## src/design/hpd_pkg.sv

```systemverilog
`default_nettype none

package hpd_pkg;

    localparam int unsigned PAL_DEPTH  = 64;
    localparam int unsigned PAL_AW     = 6;
    localparam int unsigned RGB_W      = 24;
    localparam int unsigned CODE_W     = 8;
    localparam int unsigned COMP_W     = 8;
    localparam int unsigned QUEUE_DEPTH = 2;

    // Same two-bit coding in HAM6 (code 5:4) and HAM8 (code 7:6)
    typedef enum logic [1:0] {
        OP_PAL   = 2'd0,
        OP_BLUE  = 2'd1,
        OP_RED   = 2'd2,
        OP_GREEN = 2'd3
    } op_t;

    typedef struct packed {
        logic               is_pixel;
        op_t                op;
        logic [PAL_AW-1:0]  idx;
        logic [COMP_W-1:0]  comp;
        logic [RGB_W-1:0]   color;
        logic               row_start;
    } entry_t;

endpackage

`default_nettype wire

```

## src/design/ham_pixel_decoder.sv

```systemverilog
// Channel   | Handshake              | Payload
// ----------+------------------------+-----------------------------------------------
// item in   | item_valid, item_stall | mode, pal_index, pal_color, pixel_code, row_start
// rgb out   | rgb_valid, rgb_stall   | rgb_out
// config    | cfg_we                 | cfg_wdata (ham8_mode)
//
// One item per cycle sustained while rgb_stall is low; a pixel taken in goes through the
// 2-entry queue, the registered palette RAM read and the output register before rgb_out.
// Palette loads give no result; the RAM is written at the edge a load leaves the queue.
// rst_n clears the mode, held color and palette valid bits at once; no clearing pass.
// A stalled output holds one result; the queue then fills and raises item_stall.
`default_nettype none

module ham_pixel_decoder (
    input  wire logic        clk,
    input  wire logic        rst_n,
    input  wire logic        cfg_we,
    input  wire logic        cfg_wdata,
    input  wire logic        item_valid,
    output logic             item_stall,
    input  wire logic        mode,
    input  wire logic [5:0]  pal_index,
    input  wire logic [23:0] pal_color,
    input  wire logic [7:0]  pixel_code,
    input  wire logic        row_start,
    output logic             rgb_valid,
    input  wire logic        rgb_stall,
    output logic [23:0]      rgb_out
);

    import hpd_pkg::*;

    entry_t front_entry;
    entry_t q_head;
    logic   push;
    logic   q_full;
    logic   q_not_empty;
    logic   q_pop;

    hpd_front u_front (
        .clk        (clk),
        .rst_n      (rst_n),
        .cfg_we     (cfg_we),
        .cfg_wdata  (cfg_wdata),
        .item_valid (item_valid),
        .item_stall (item_stall),
        .mode       (mode),
        .pal_index  (pal_index),
        .pal_color  (pal_color),
        .pixel_code (pixel_code),
        .row_start  (row_start),
        .queue_full (q_full),
        .push       (push),
        .entry      (front_entry)
    );

    hpd_queue u_queue (
        .clk        (clk),
        .rst_n      (rst_n),
        .push       (push),
        .push_entry (front_entry),
        .pop        (q_pop),
        .full       (q_full),
        .not_empty  (q_not_empty),
        .head       (q_head)
    );

    hpd_back u_back (
        .clk         (clk),
        .rst_n       (rst_n),
        .q_not_empty (q_not_empty),
        .q_head      (q_head),
        .q_pop       (q_pop),
        .rgb_valid   (rgb_valid),
        .rgb_stall   (rgb_stall),
        .rgb_out     (rgb_out)
    );

endmodule

`default_nettype wire

```

## src/design/hpd_ram.sv

```systemverilog
`default_nettype none

module hpd_ram #(
    parameter int unsigned WIDTH = 24,
    parameter int unsigned DEPTH = 64
) (
    input  wire logic                     clk,
    input  wire logic                     we,
    input  wire logic [$clog2(DEPTH)-1:0] waddr,
    input  wire logic [WIDTH-1:0]         wdata,
    input  wire logic                     re,
    input  wire logic [$clog2(DEPTH)-1:0] raddr,
    output logic      [WIDTH-1:0]         rdata
);

    logic [WIDTH-1:0] mem [DEPTH];

    always_ff @(posedge clk)
    begin
        if (we)
        begin
            mem[waddr] <= wdata;
        end
        if (re)
        begin
            rdata <= mem[raddr];
        end
    end

endmodule

`default_nettype wire

```

## src/design/hpd_front.sv

```systemverilog
`default_nettype none

module hpd_front (
    input  wire logic                      clk,
    input  wire logic                      rst_n,
    input  wire logic                      cfg_we,
    input  wire logic                      cfg_wdata,
    input  wire logic                      item_valid,
    output logic                           item_stall,
    input  wire logic                      mode,
    input  wire logic [5:0]                pal_index,
    input  wire logic [23:0]               pal_color,
    input  wire logic [7:0]                pixel_code,
    input  wire logic                      row_start,
    input  wire logic                      queue_full,
    output logic                           push,
    output hpd_pkg::entry_t                entry
);

    import hpd_pkg::*;

    logic ham8_reg;
    logic ham8_next;

    always_comb
    begin
        ham8_next = cfg_we ? cfg_wdata : ham8_reg;
    end

    always_ff @(posedge clk or negedge rst_n)
    begin
        if (!rst_n)
        begin
            ham8_reg <= 1'b0;
        end
        else
        begin
            ham8_reg <= ham8_next;
        end
    end

    assign item_stall = queue_full;
    assign push       = item_valid && !queue_full;

    // Classify: pick op, palette index and expanded component value
    always_comb
    begin
        entry.is_pixel  = mode;
        entry.color     = pal_color;
        entry.row_start = row_start;
        if (!mode)
        begin
            entry.op   = OP_PAL;
            entry.idx  = pal_index;
            entry.comp = '0;
        end
        else if (ham8_reg)
        begin
            entry.op   = op_t'(pixel_code[7:6]);
            entry.idx  = pixel_code[5:0];
            entry.comp = {pixel_code[5:0], pixel_code[5:4]};
        end
        else
        begin
            entry.op   = op_t'(pixel_code[5:4]);
            entry.idx  = {2'b00, pixel_code[3:0]};
            entry.comp = {pixel_code[3:0], pixel_code[3:0]};
        end
    end

endmodule

`default_nettype wire

```

## src/design/hpd_queue.sv

```systemverilog
`default_nettype none

module hpd_queue (
    input  wire logic            clk,
    input  wire logic            rst_n,
    input  wire logic            push,
    input  wire hpd_pkg::entry_t push_entry,
    input  wire logic            pop,
    output logic                 full,
    output logic                 not_empty,
    output hpd_pkg::entry_t      head
);

    import hpd_pkg::*;

    localparam int unsigned PW = $clog2(QUEUE_DEPTH);

    entry_t          slots_reg [QUEUE_DEPTH];
    logic [PW-1:0]   wr_ptr_reg;
    logic [PW-1:0]   wr_ptr_next;
    logic [PW-1:0]   rd_ptr_reg;
    logic [PW-1:0]   rd_ptr_next;
    logic [PW:0]     count_reg;
    logic [PW:0]     count_next;

    assign full      = (count_reg == (PW+1)'(QUEUE_DEPTH));
    assign not_empty = (count_reg != '0);
    assign head      = slots_reg[rd_ptr_reg];

    always_comb
    begin
        wr_ptr_next = push ? wr_ptr_reg + 1'b1 : wr_ptr_reg;
        rd_ptr_next = pop ? rd_ptr_reg + 1'b1 : rd_ptr_reg;
        count_next  = count_reg;
        if (push && !pop)
        begin
            count_next = count_reg + 1'b1;
        end
        else if (pop && !push)
        begin
            count_next = count_reg - 1'b1;
        end
    end

    always_ff @(posedge clk or negedge rst_n)
    begin
        if (!rst_n)
        begin
            wr_ptr_reg <= '0;
            rd_ptr_reg <= '0;
            count_reg  <= '0;
        end
        else
        begin
            wr_ptr_reg <= wr_ptr_next;
            rd_ptr_reg <= rd_ptr_next;
            count_reg  <= count_next;
        end
    end

    always_ff @(posedge clk)
    begin
        if (push)
        begin
            slots_reg[wr_ptr_reg] <= push_entry;
        end
    end

endmodule

`default_nettype wire

```

## src/design/hpd_back.sv

```systemverilog
`default_nettype none

module hpd_back (
    input  wire logic            clk,
    input  wire logic            rst_n,
    input  wire logic            q_not_empty,
    input  wire hpd_pkg::entry_t q_head,
    output logic                 q_pop,
    output logic                 rgb_valid,
    input  wire logic            rgb_stall,
    output logic [23:0]          rgb_out
);

    import hpd_pkg::*;

    logic [PAL_DEPTH-1:0] pal_valid_reg;
    logic [PAL_DEPTH-1:0] pal_valid_next;
    logic [RGB_W-1:0]     entry0_reg;
    logic [RGB_W-1:0]     entry0_next;
    logic [RGB_W-1:0]     held_reg;
    logic [RGB_W-1:0]     held_next;
    logic                 s1_valid_reg;
    logic                 s1_valid_next;
    op_t                  s1_op_reg;
    logic [COMP_W-1:0]    s1_comp_reg;
    logic                 s1_row_reg;
    logic [RGB_W-1:0]     s1_entry0_reg;
    logic                 s1_hit_reg;
    logic                 out_valid_reg;
    logic                 out_valid_next;
    logic [RGB_W-1:0]     out_data_reg;
    logic [RGB_W-1:0]     ram_rdata;
    logic [RGB_W-1:0]     base;
    logic [RGB_W-1:0]     pal_word;
    logic [RGB_W-1:0]     result;
    logic                 s1_move;
    logic                 s1_ready;
    logic                 pop_write;
    logic                 pop_pixel;

    assign s1_move   = s1_valid_reg && (!out_valid_reg || !rgb_stall);
    assign s1_ready  = !s1_valid_reg || s1_move;
    // Palette writes never wait; a pixel waits until stage 1 frees up
    assign q_pop     = q_not_empty && (!q_head.is_pixel || s1_ready);
    assign pop_write = q_pop && !q_head.is_pixel;
    assign pop_pixel = q_pop && q_head.is_pixel;

    hpd_ram #(
        .WIDTH (RGB_W),
        .DEPTH (PAL_DEPTH)
    ) u_pal (
        .clk   (clk),
        .we    (pop_write),
        .waddr (q_head.idx),
        .wdata (q_head.color),
        .re    (pop_pixel),
        .raddr (q_head.idx),
        .rdata (ram_rdata)
    );

    always_comb
    begin
        pal_valid_next = pal_valid_reg;
        entry0_next    = entry0_reg;
        if (pop_write)
        begin
            pal_valid_next[q_head.idx] = 1'b1;
            if (q_head.idx == '0)
            begin
                entry0_next = q_head.color;
            end
        end
    end

    // Stage 1: RAM data is in; take the palette word or modify the held color (entry 0 at row start)
    always_comb
    begin
        base     = s1_row_reg ? s1_entry0_reg : held_reg;
        pal_word = s1_hit_reg ? ram_rdata : '0;
        unique case (s1_op_reg)
            OP_PAL:   result = pal_word;
            OP_BLUE:  result = {base[23:8], s1_comp_reg};
            OP_RED:   result = {s1_comp_reg, base[15:0]};
            OP_GREEN: result = {base[23:16], s1_comp_reg, base[7:0]};
            default:  result = pal_word;
        endcase
    end

    always_comb
    begin
        held_next      = s1_move ? result : held_reg;
        s1_valid_next  = pop_pixel ? 1'b1 : (s1_move ? 1'b0 : s1_valid_reg);
        out_valid_next = s1_move ? 1'b1 : (out_valid_reg && rgb_stall);
    end

    always_ff @(posedge clk or negedge rst_n)
    begin
        if (!rst_n)
        begin
            pal_valid_reg <= '0;
            entry0_reg    <= '0;
            held_reg      <= '0;
            s1_valid_reg  <= 1'b0;
            out_valid_reg <= 1'b0;
        end
        else
        begin
            pal_valid_reg <= pal_valid_next;
            entry0_reg    <= entry0_next;
            held_reg      <= held_next;
            s1_valid_reg  <= s1_valid_next;
            out_valid_reg <= out_valid_next;
        end
    end

    always_ff @(posedge clk)
    begin
        if (pop_pixel)
        begin
            s1_op_reg     <= q_head.op;
            s1_comp_reg   <= q_head.comp;
            s1_row_reg    <= q_head.row_start;
            s1_entry0_reg <= entry0_reg;
            s1_hit_reg    <= pal_valid_reg[q_head.idx];
        end
        if (s1_move)
        begin
            out_data_reg <= result;
        end
    end

    assign rgb_valid = out_valid_reg;
    assign rgb_out   = out_data_reg;

    a_pixel_enters_s1: assert property (@(posedge clk) disable iff (!rst_n)
        pop_pixel |=> s1_valid_reg)
        else $error("popped pixel did not reach stage 1");

    a_held_stable: assert property (@(posedge clk) disable iff (!rst_n)
        !s1_move |=> $stable(held_reg))
        else $error("held color changed without a pixel finishing");

    a_s1_holds: assert property (@(posedge clk) disable iff (!rst_n)
        s1_valid_reg && !s1_move |=> s1_valid_reg)
        else $error("stalled stage 1 pixel dropped");

    a_out_drains: assert property (@(posedge clk) disable iff (!rst_n)
        out_valid_reg && !rgb_stall && !s1_move |=> !out_valid_reg)
        else $error("taken result shown again");

endmodule

`default_nettype wire
```

## config.mk

```make
export PLATFORM = sky130hd
export DESIGN_NAME = ham_pixel_decoder
export DESIGN_NICKNAME = d
export VERILOG_FILES = /design/src/design/hpd_pkg.sv /design/src/design/ham_pixel_decoder.sv /design/src/design/hpd_ram.sv /design/src/design/hpd_front.sv /design/src/design/hpd_queue.sv /design/src/design/hpd_back.sv
export SDC_FILE = /design/constraint.sdc
export NUM_CORES = 2
export LEC_CHECK = 0
export ABC_CLOCK_PERIOD_IN_PS = 4100
export BUFFER_PORTS_ARGS = -buffer_cell sky130_fd_sc_hd__buf_2
export CORE_ASPECT_RATIO = 0.8
export CORE_MARGIN = 5
export CORE_UTILIZATION = 30
export CTS_CLUSTER_DIAMETER = 120
export DETAILED_ROUTE_END_ITERATION = 8
export SYNTH_ARGS = -nofsm -noshare
export SYNTH_HDL_FRONTEND = slang
export SYNTH_HIERARCHICAL = 1
export SYNTH_SLANG_ARGS = --single-unit
```

## constraint.sdc

```tcl
create_clock -name clk -period 4.1 [get_ports clk]
set_clock_uncertainty 0.05 [all_clocks]
set_input_delay 0.82 -clock clk [delete_from_list [all_inputs] [get_ports clk]]
set_output_delay 0.82 -clock clk [all_outputs]
set_load 0.02 [all_outputs]
```

======== After elaboration in Yosys (flattened, before gate mapping) ========
Memories as Yosys holds them, arrays and structs flattened. A register that Yosys moved wholly into a read port is not among the register bits.
Index checks and enable logic that the tools add are counted.
word-level totals
  memories kept ........................... 2
  bits of input ports ..................... 46
  memory bits (writable) .................. 1620
  bits in read-only memories .............. 0
  bits in latches ......................... 0
  output and inout port bits .............. 26
  flip-flop bits (word level) ............. 179
memory list
  name               depth  bits a word  rd ports  clocked after memory_dff  wr ports  line             RTL
  u_back.u_pal.mem   64     24           1         1                         1         hpd_ram.sv:16    logic [WIDTH-1:0] mem [DEPTH];
  u_queue.slots_reg  2      42           1         0                         1         hpd_queue.sv:18  entry_t slots_reg [QUEUE_DEPTH];
cells by class
  multipliers ............................. 0
  shift-type cells ........................ 0
  $lt $le $gt $ge ......................... 2
  reductions and logical operators ........ 25
  div/mod/pow operators ................... 0
  eq/ne operators ......................... 4
  mux-type cells .......................... 18
  $add $sub $neg .......................... 4
  bitwise logic cells ..................... 1
operator list
  cell                 count
  $pmux 24 s4          1
  $or 64x64->64        1
  $mux 24              2
  $mux 16              2
  $logic_and 1x1->1    9
  $mux 1               9
  $logic_not 1->1      7
  $lt 6x7->1 const B   1
  $bmux 1 s6           1
  $demux 1 s6          1
  $eq 2x2->1 const B   3
  $ge 6x1->1 const B   1
  $logic_not 6->1      1
  $reduce_bool 2->1    3
  $mux 2               2
  $logic_or 1x1->1     3
  $add 1x1->1 const B  2
  $add 2x1->2 const B  1
  $eq 2x1->1 const B   1
  $logic_not 2->1      1
  $reduce_and 2->1     1
  $sub 2x1->2 const B  1

======== Depth between registers and ports, before layout ========
  word-level depth ........................ 9
  depth in mapped cells ................... 12

======== Hierarchy ========
Netlist, hierarchy kept.
modules (own cells, without submodules)
  module     area an instance (um2)  cells an instance  instances  sequential area each (um2)
  hpd_ram    59535.8                 2610               1          46844.9
  hpd_back   7268.2                  504                1          4654.5
  hpd_queue  3422.0                  147                1          2622.5
  hpd_front  481.7                   65                 1          25.0

======== Worst setup path after synthesis ========
Ideal clock, no wire load.
  kind .................................... reg2reg
  from .................................... register u_queue.rd_ptr_reg
  to ...................................... memory u_back.u_pal.mem[48][0], enable pin
  period minus slack after synthesis ...... 3.823 ns
  data arrival time ....................... 3.338 ns
  buffers on the path ..................... 2
  slack ................................... 0.277 ns
  stages on the path, launching flop included .. 8
  library setup time ...................... 0.435 ns
  cells stage by stage .................... dfrtp_1 > buf_6 > buf_12 > mux2_4 > nor2b_1 > nor2b_1 > nand4b_1 > nor3_1
RTL lines
  item                    line             RTL
  start, declared         hpd_queue.sv:21  logic [PW-1:0] rd_ptr_reg;
  start signal, assigned  hpd_queue.sv:56  rd_ptr_reg <= rd_ptr_next;
  end, declared           hpd_ram.sv:16

==> summary.txt <==
====================================================================================
Average wire per standard cell                                              26.98 µm
Vias                                                                           35309
Total routing usage reported by global routing                                14.70%
Synth top cells by count                                                sky130_fd_sc_hd__edfxtp_1, sky130_fd_sc_hd__mux4_2, sky130_fd_sc_hd__mux2i_1
Highest cell delay on the worst timing path                                  0.69 ns
Sequential fraction of design power                                            42.4%
Pin count of the biggest net entering global routing                              66
Final hold violation count                                                         0
Tmin final                                                                  3.845 ns
Setup total negative slack                                                      0 ns
Maximum capacitance violations                                                     0
Buffer count from post-CTS setup fixing                                            0
Insertion delay of the later-clocked pin in the worst-skew pair              0.81 ns
CTS H-Tree Depth                                                                   4
Logic gate share of total power                                                31.0%
Fraction of the cycle the final worst path needs                              93.78%
Number of gates resized after CTS                                                  0
Leakage component of the power                                              26.42 nW
Slack of the worst reg-to-reg path                                           0.25 ns
Max reg flops                                                                   1536
Setup repair after global routing missed its margin                            false
Maximum buffer depth of the clock tree                                             3
Highest-delay cell along the critical path                              sky130_fd_sc_hd__mux2_8
Core area                                                                 0.2346 mm²
Highest Clock Rate                                                         260.1 MHz
Complex-gate fraction of the synthesized area                                 3.498%
Total DRC errors in the routed layout                                              0
Flip-flop and latch count after synthesis                                       1823
Share of synthesized cell area in and, or, nand and nor gates                 1.897%
Number of global-route vias before repair                                      34356
Area growth from synthesis to layout                                          15.77%
Syn_nets                                                                        3373
Global-route wire length before repair                                     261200 µm
Setup WS pre-CTS                                                           0.3041 ns
Post-detailed-routing wire length                                          185200 µm
Number of hold buffers added after CTS                                             0
Initial core utilization                                                      30.15%
Run status                                                              finished clean
CTS Buf Count                                                                    174
Power share of the clock group                                                 26.6%
GPL Wtd Cong                                                                  0.8274
Number of pins with negative max-slew slack in the final report                    0
Final Net Count                                                                 3609
Net switching power of the design                                           19.78 mW
Combinational family with the most area after synthesis                 multiplexers
Post-synthesis async set-or-reset flop share                                  6.528%
Clock sink total                                                                1823
Cell count of the worst reg-to-reg path                                            8
Crit Reg-Reg Endpoint                                                   u_back/u_pal/rdata[8]
Power Density                                                           729.7 mW/mm²
Most used standard cell by instance count after synthesis               sky130_fd_sc_hd__edfxtp_1
Fraction of final layout cells with drive strength greater than 1             29.84%
Kind of start point of the critical path                                        flop
Relative slew slack                                                           16.72%
Worst min-delay path class                                              input pin to asynchronous set/reset pin
Number of antenna violations at the first check in global routing                 17
Root cell of the clock tree                                             sky130_fd_sc_hd__clkbuf_16
Parity-gate share of the synthesized area counting xor and xnor cells       0.06193%
Crit Reg-Reg Startpoint                                                 u_queue/rd_ptr_reg
Share of the yosys chip area belonging to registers                           76.58%
Number of enable-type register cells in the synthesized netlist                 1704
Worst setup margin                                                         0.2548 ns
Clock slew at reported path FFs                                              0.06 ns
Main area contributors after synthesis                                  sky130_fd_sc_hd__edfxtp_1, sky130_fd_sc_hd__mux4_2, sky130_fd_sc_hd__dfrtp_1
Switch share                                                                  33.11%
DRT Pass-1 Iters                                                                   5
Vertical extent of the die                                                  444.2 µm
Worst Path Required                                                          4.73 ns
HPWL after DPL                                                             112100 µm
Cell taking the most area after synthesis                               sky130_fd_sc_hd__edfxtp_1
Worst Max-Slew Pin Slew                                                     1.247 ns
Port Buf Inserts                                                                  71
Synthesis warning total                                                            6
Critical path data arrival time                                              4.48 ns
Critical path start-end classification                                  flop to flop
Worst-path maximum fanout                                                         50
Top_reg_cell synth                                                      sky130_fd_sc_hd__edfxtp_1
Post-synthesis adder-cell area fraction                                     0.01770%
Crit path cell chain                                                    mux2_8, buf_4, mux2i_1, a221oi_1, a221oi_1, buf_4, a31oi_1, o21a_1
Final setup violating endpoints                                                    0
Average cell area after synthesis                                          21.26 µm²
Floorplan die width                                                         552.8 µm
Via count normalized by instance count                                         5.146
Multiplexer share of the synthesized area                                     16.18%
Die Footprint                                                             0.2456 mm²
Remaining antenna violation count                                                  0
Number of distinct library cells after synthesis                                  57
Count of mapped cells out of synthesis                                          3326
Internal power consumption                                                  39.95 mW
Synth Cell Area                                                          0.07071 mm²
1st-iter DRT viols                                                              4750
Boundary pin count                                                                72
Worst IR drop on VDD                                                     0.0009592 V
Clock tree from TritonCTS                                                      built
Capturing element type of the critical path                                     flop
Grt total ovfl                                                                     0
Top-area cell type share of the netlist area                                  72.37%
Row count                                                                        159
====================================================================================
## power by group through the flow
stage / registers (mW) / clock network [mW] / logic [mW]
after CTS: 25.3 / 16.2 / 18.5
after detailed placement: 25.7 / 0 / 18.5
after floorplan: 25.3 / 0 / 10.9
after global placement: 25.6 / 0 / 18.3
final: 25.3 / 15.9 / 18.5
after global routing: 25.4 / 17.0 / 19.5
## worst max path at each step
| stage | start | to | slack [ns] |
|---|---|---|---|
| 5_1_grt | u_queue/rd_ptr_reg | u_back/u_pal/rdata[8] | 0.20 |
| 2_1_floorplan | u_queue/rd_ptr_reg | u_back/u_pal/mem[48][0] | 0.28 |
| 3_3_place_gp | u_queue/rd_ptr_reg | u_back/u_pal/rdata[1] | 0.36 |
| 6_report | u_queue/rd_ptr_reg | u_back/u_pal/rdata[8] | 0.25 |
| 4_1_cts | u_queue/rd_ptr_reg | u_back/u_pal/rdata[8] | 0.25 |
| 3_5_place_dp | u_queue/rd_ptr_reg | u_back/u_pal/rdata[8] | 0.30 |
## kinds of logic (layout without fill, tap and decap cells)
logic type	Yosys count	in the layout
DFF	1823	1823
muxes	653	653
AOI/OAI and AO/OA	350	350
buffers and inverters	216	600
and+or+nand+nor	278	278
adders and majority gates	1	1
xor gates and xnor gates	5	5
other	0	13
## worst max-delay path: cells and delay by family (launching register included)
kind | cells | cell delay [ns]
AO/OA/AOI/OAI | 4 | 1.56
buffers and inverters | 2 | 0.61
flip-flops | 1 | 0.48
multiplexers | 2 | 0.86
## placed cells by master (no fill, tap or decap), drive strengths merged, types with 15 or more instances in the layout
cell / netlist / layout
o22ai: 56 / 56
and3: 18 / 18
nand2: 62 / 62
dfrtp: 119 / 119
nand3: 27 / 27
a22oi: 30 / 30
clkbuf: 62 / 206
edfxtp: 1704 / 1704
clkinv: 2 / 90
nor2: 92 / 92
o21ai: 25 / 25
a21oi: 49 / 49
inv: 8 / 18
buf: 144 / 266
o21bai: 39 / 39
a21o: 24 / 24
mux2: 159 / 159
a221oi: 75 / 75
bufinv: 0 / 16
nor2b: 21 / 21
mux2i: 131 / 131
nand2b: 15 / 15
mux4: 363 / 363
## area by class of cell
type                            instances  area, µm²
Fill cell                           21594     152700
Sequential cell                      1823      54150
Multi-Input combinational cell       1287      15520
Clock buffer                          206       4579
Tap cell                             3139       3928
Timing Repair Buffer                  266       2572
Clock inverter                        118       1040
Inverter                               10      37.54
Antenna cell                           13      32.53
## per-stage QoR
| stage | cell area [µm²] | total power [mW] | hold WS [ns] | utilization (%) | cells |
|---|---|---|---|---|---|
| after floorplan | 70710 | 36.16 | 0.3694 | - | 3326 |
| after global placement | 76200 | 43.96 | 0.3756 | 32.49 | 6525 |
| after detailed placement | 76200 | 44.18 | 0.3758 | 32.49 | 6525 |
| after CTS | 81820 | 60.03 | 0.008583 | 34.89 | 6849 |
| after global routing | 81830 | 61.90 | 0.05349 | 34.89 | 6850 |
| final | 81860 | 59.73 | 0.02622 | 34.90 | 6862 |
## layer usage
metal	global-route usage, %	vias up	wire length (µm)
met3	4.557	239	19830
met1	21.29	19080	79020
met4	3.703	2	4357
li1	-	14329	-
met5	0	-	13
met2	21.52	1659	81950
No activity file was read; power rests on OpenSTA's default activity.
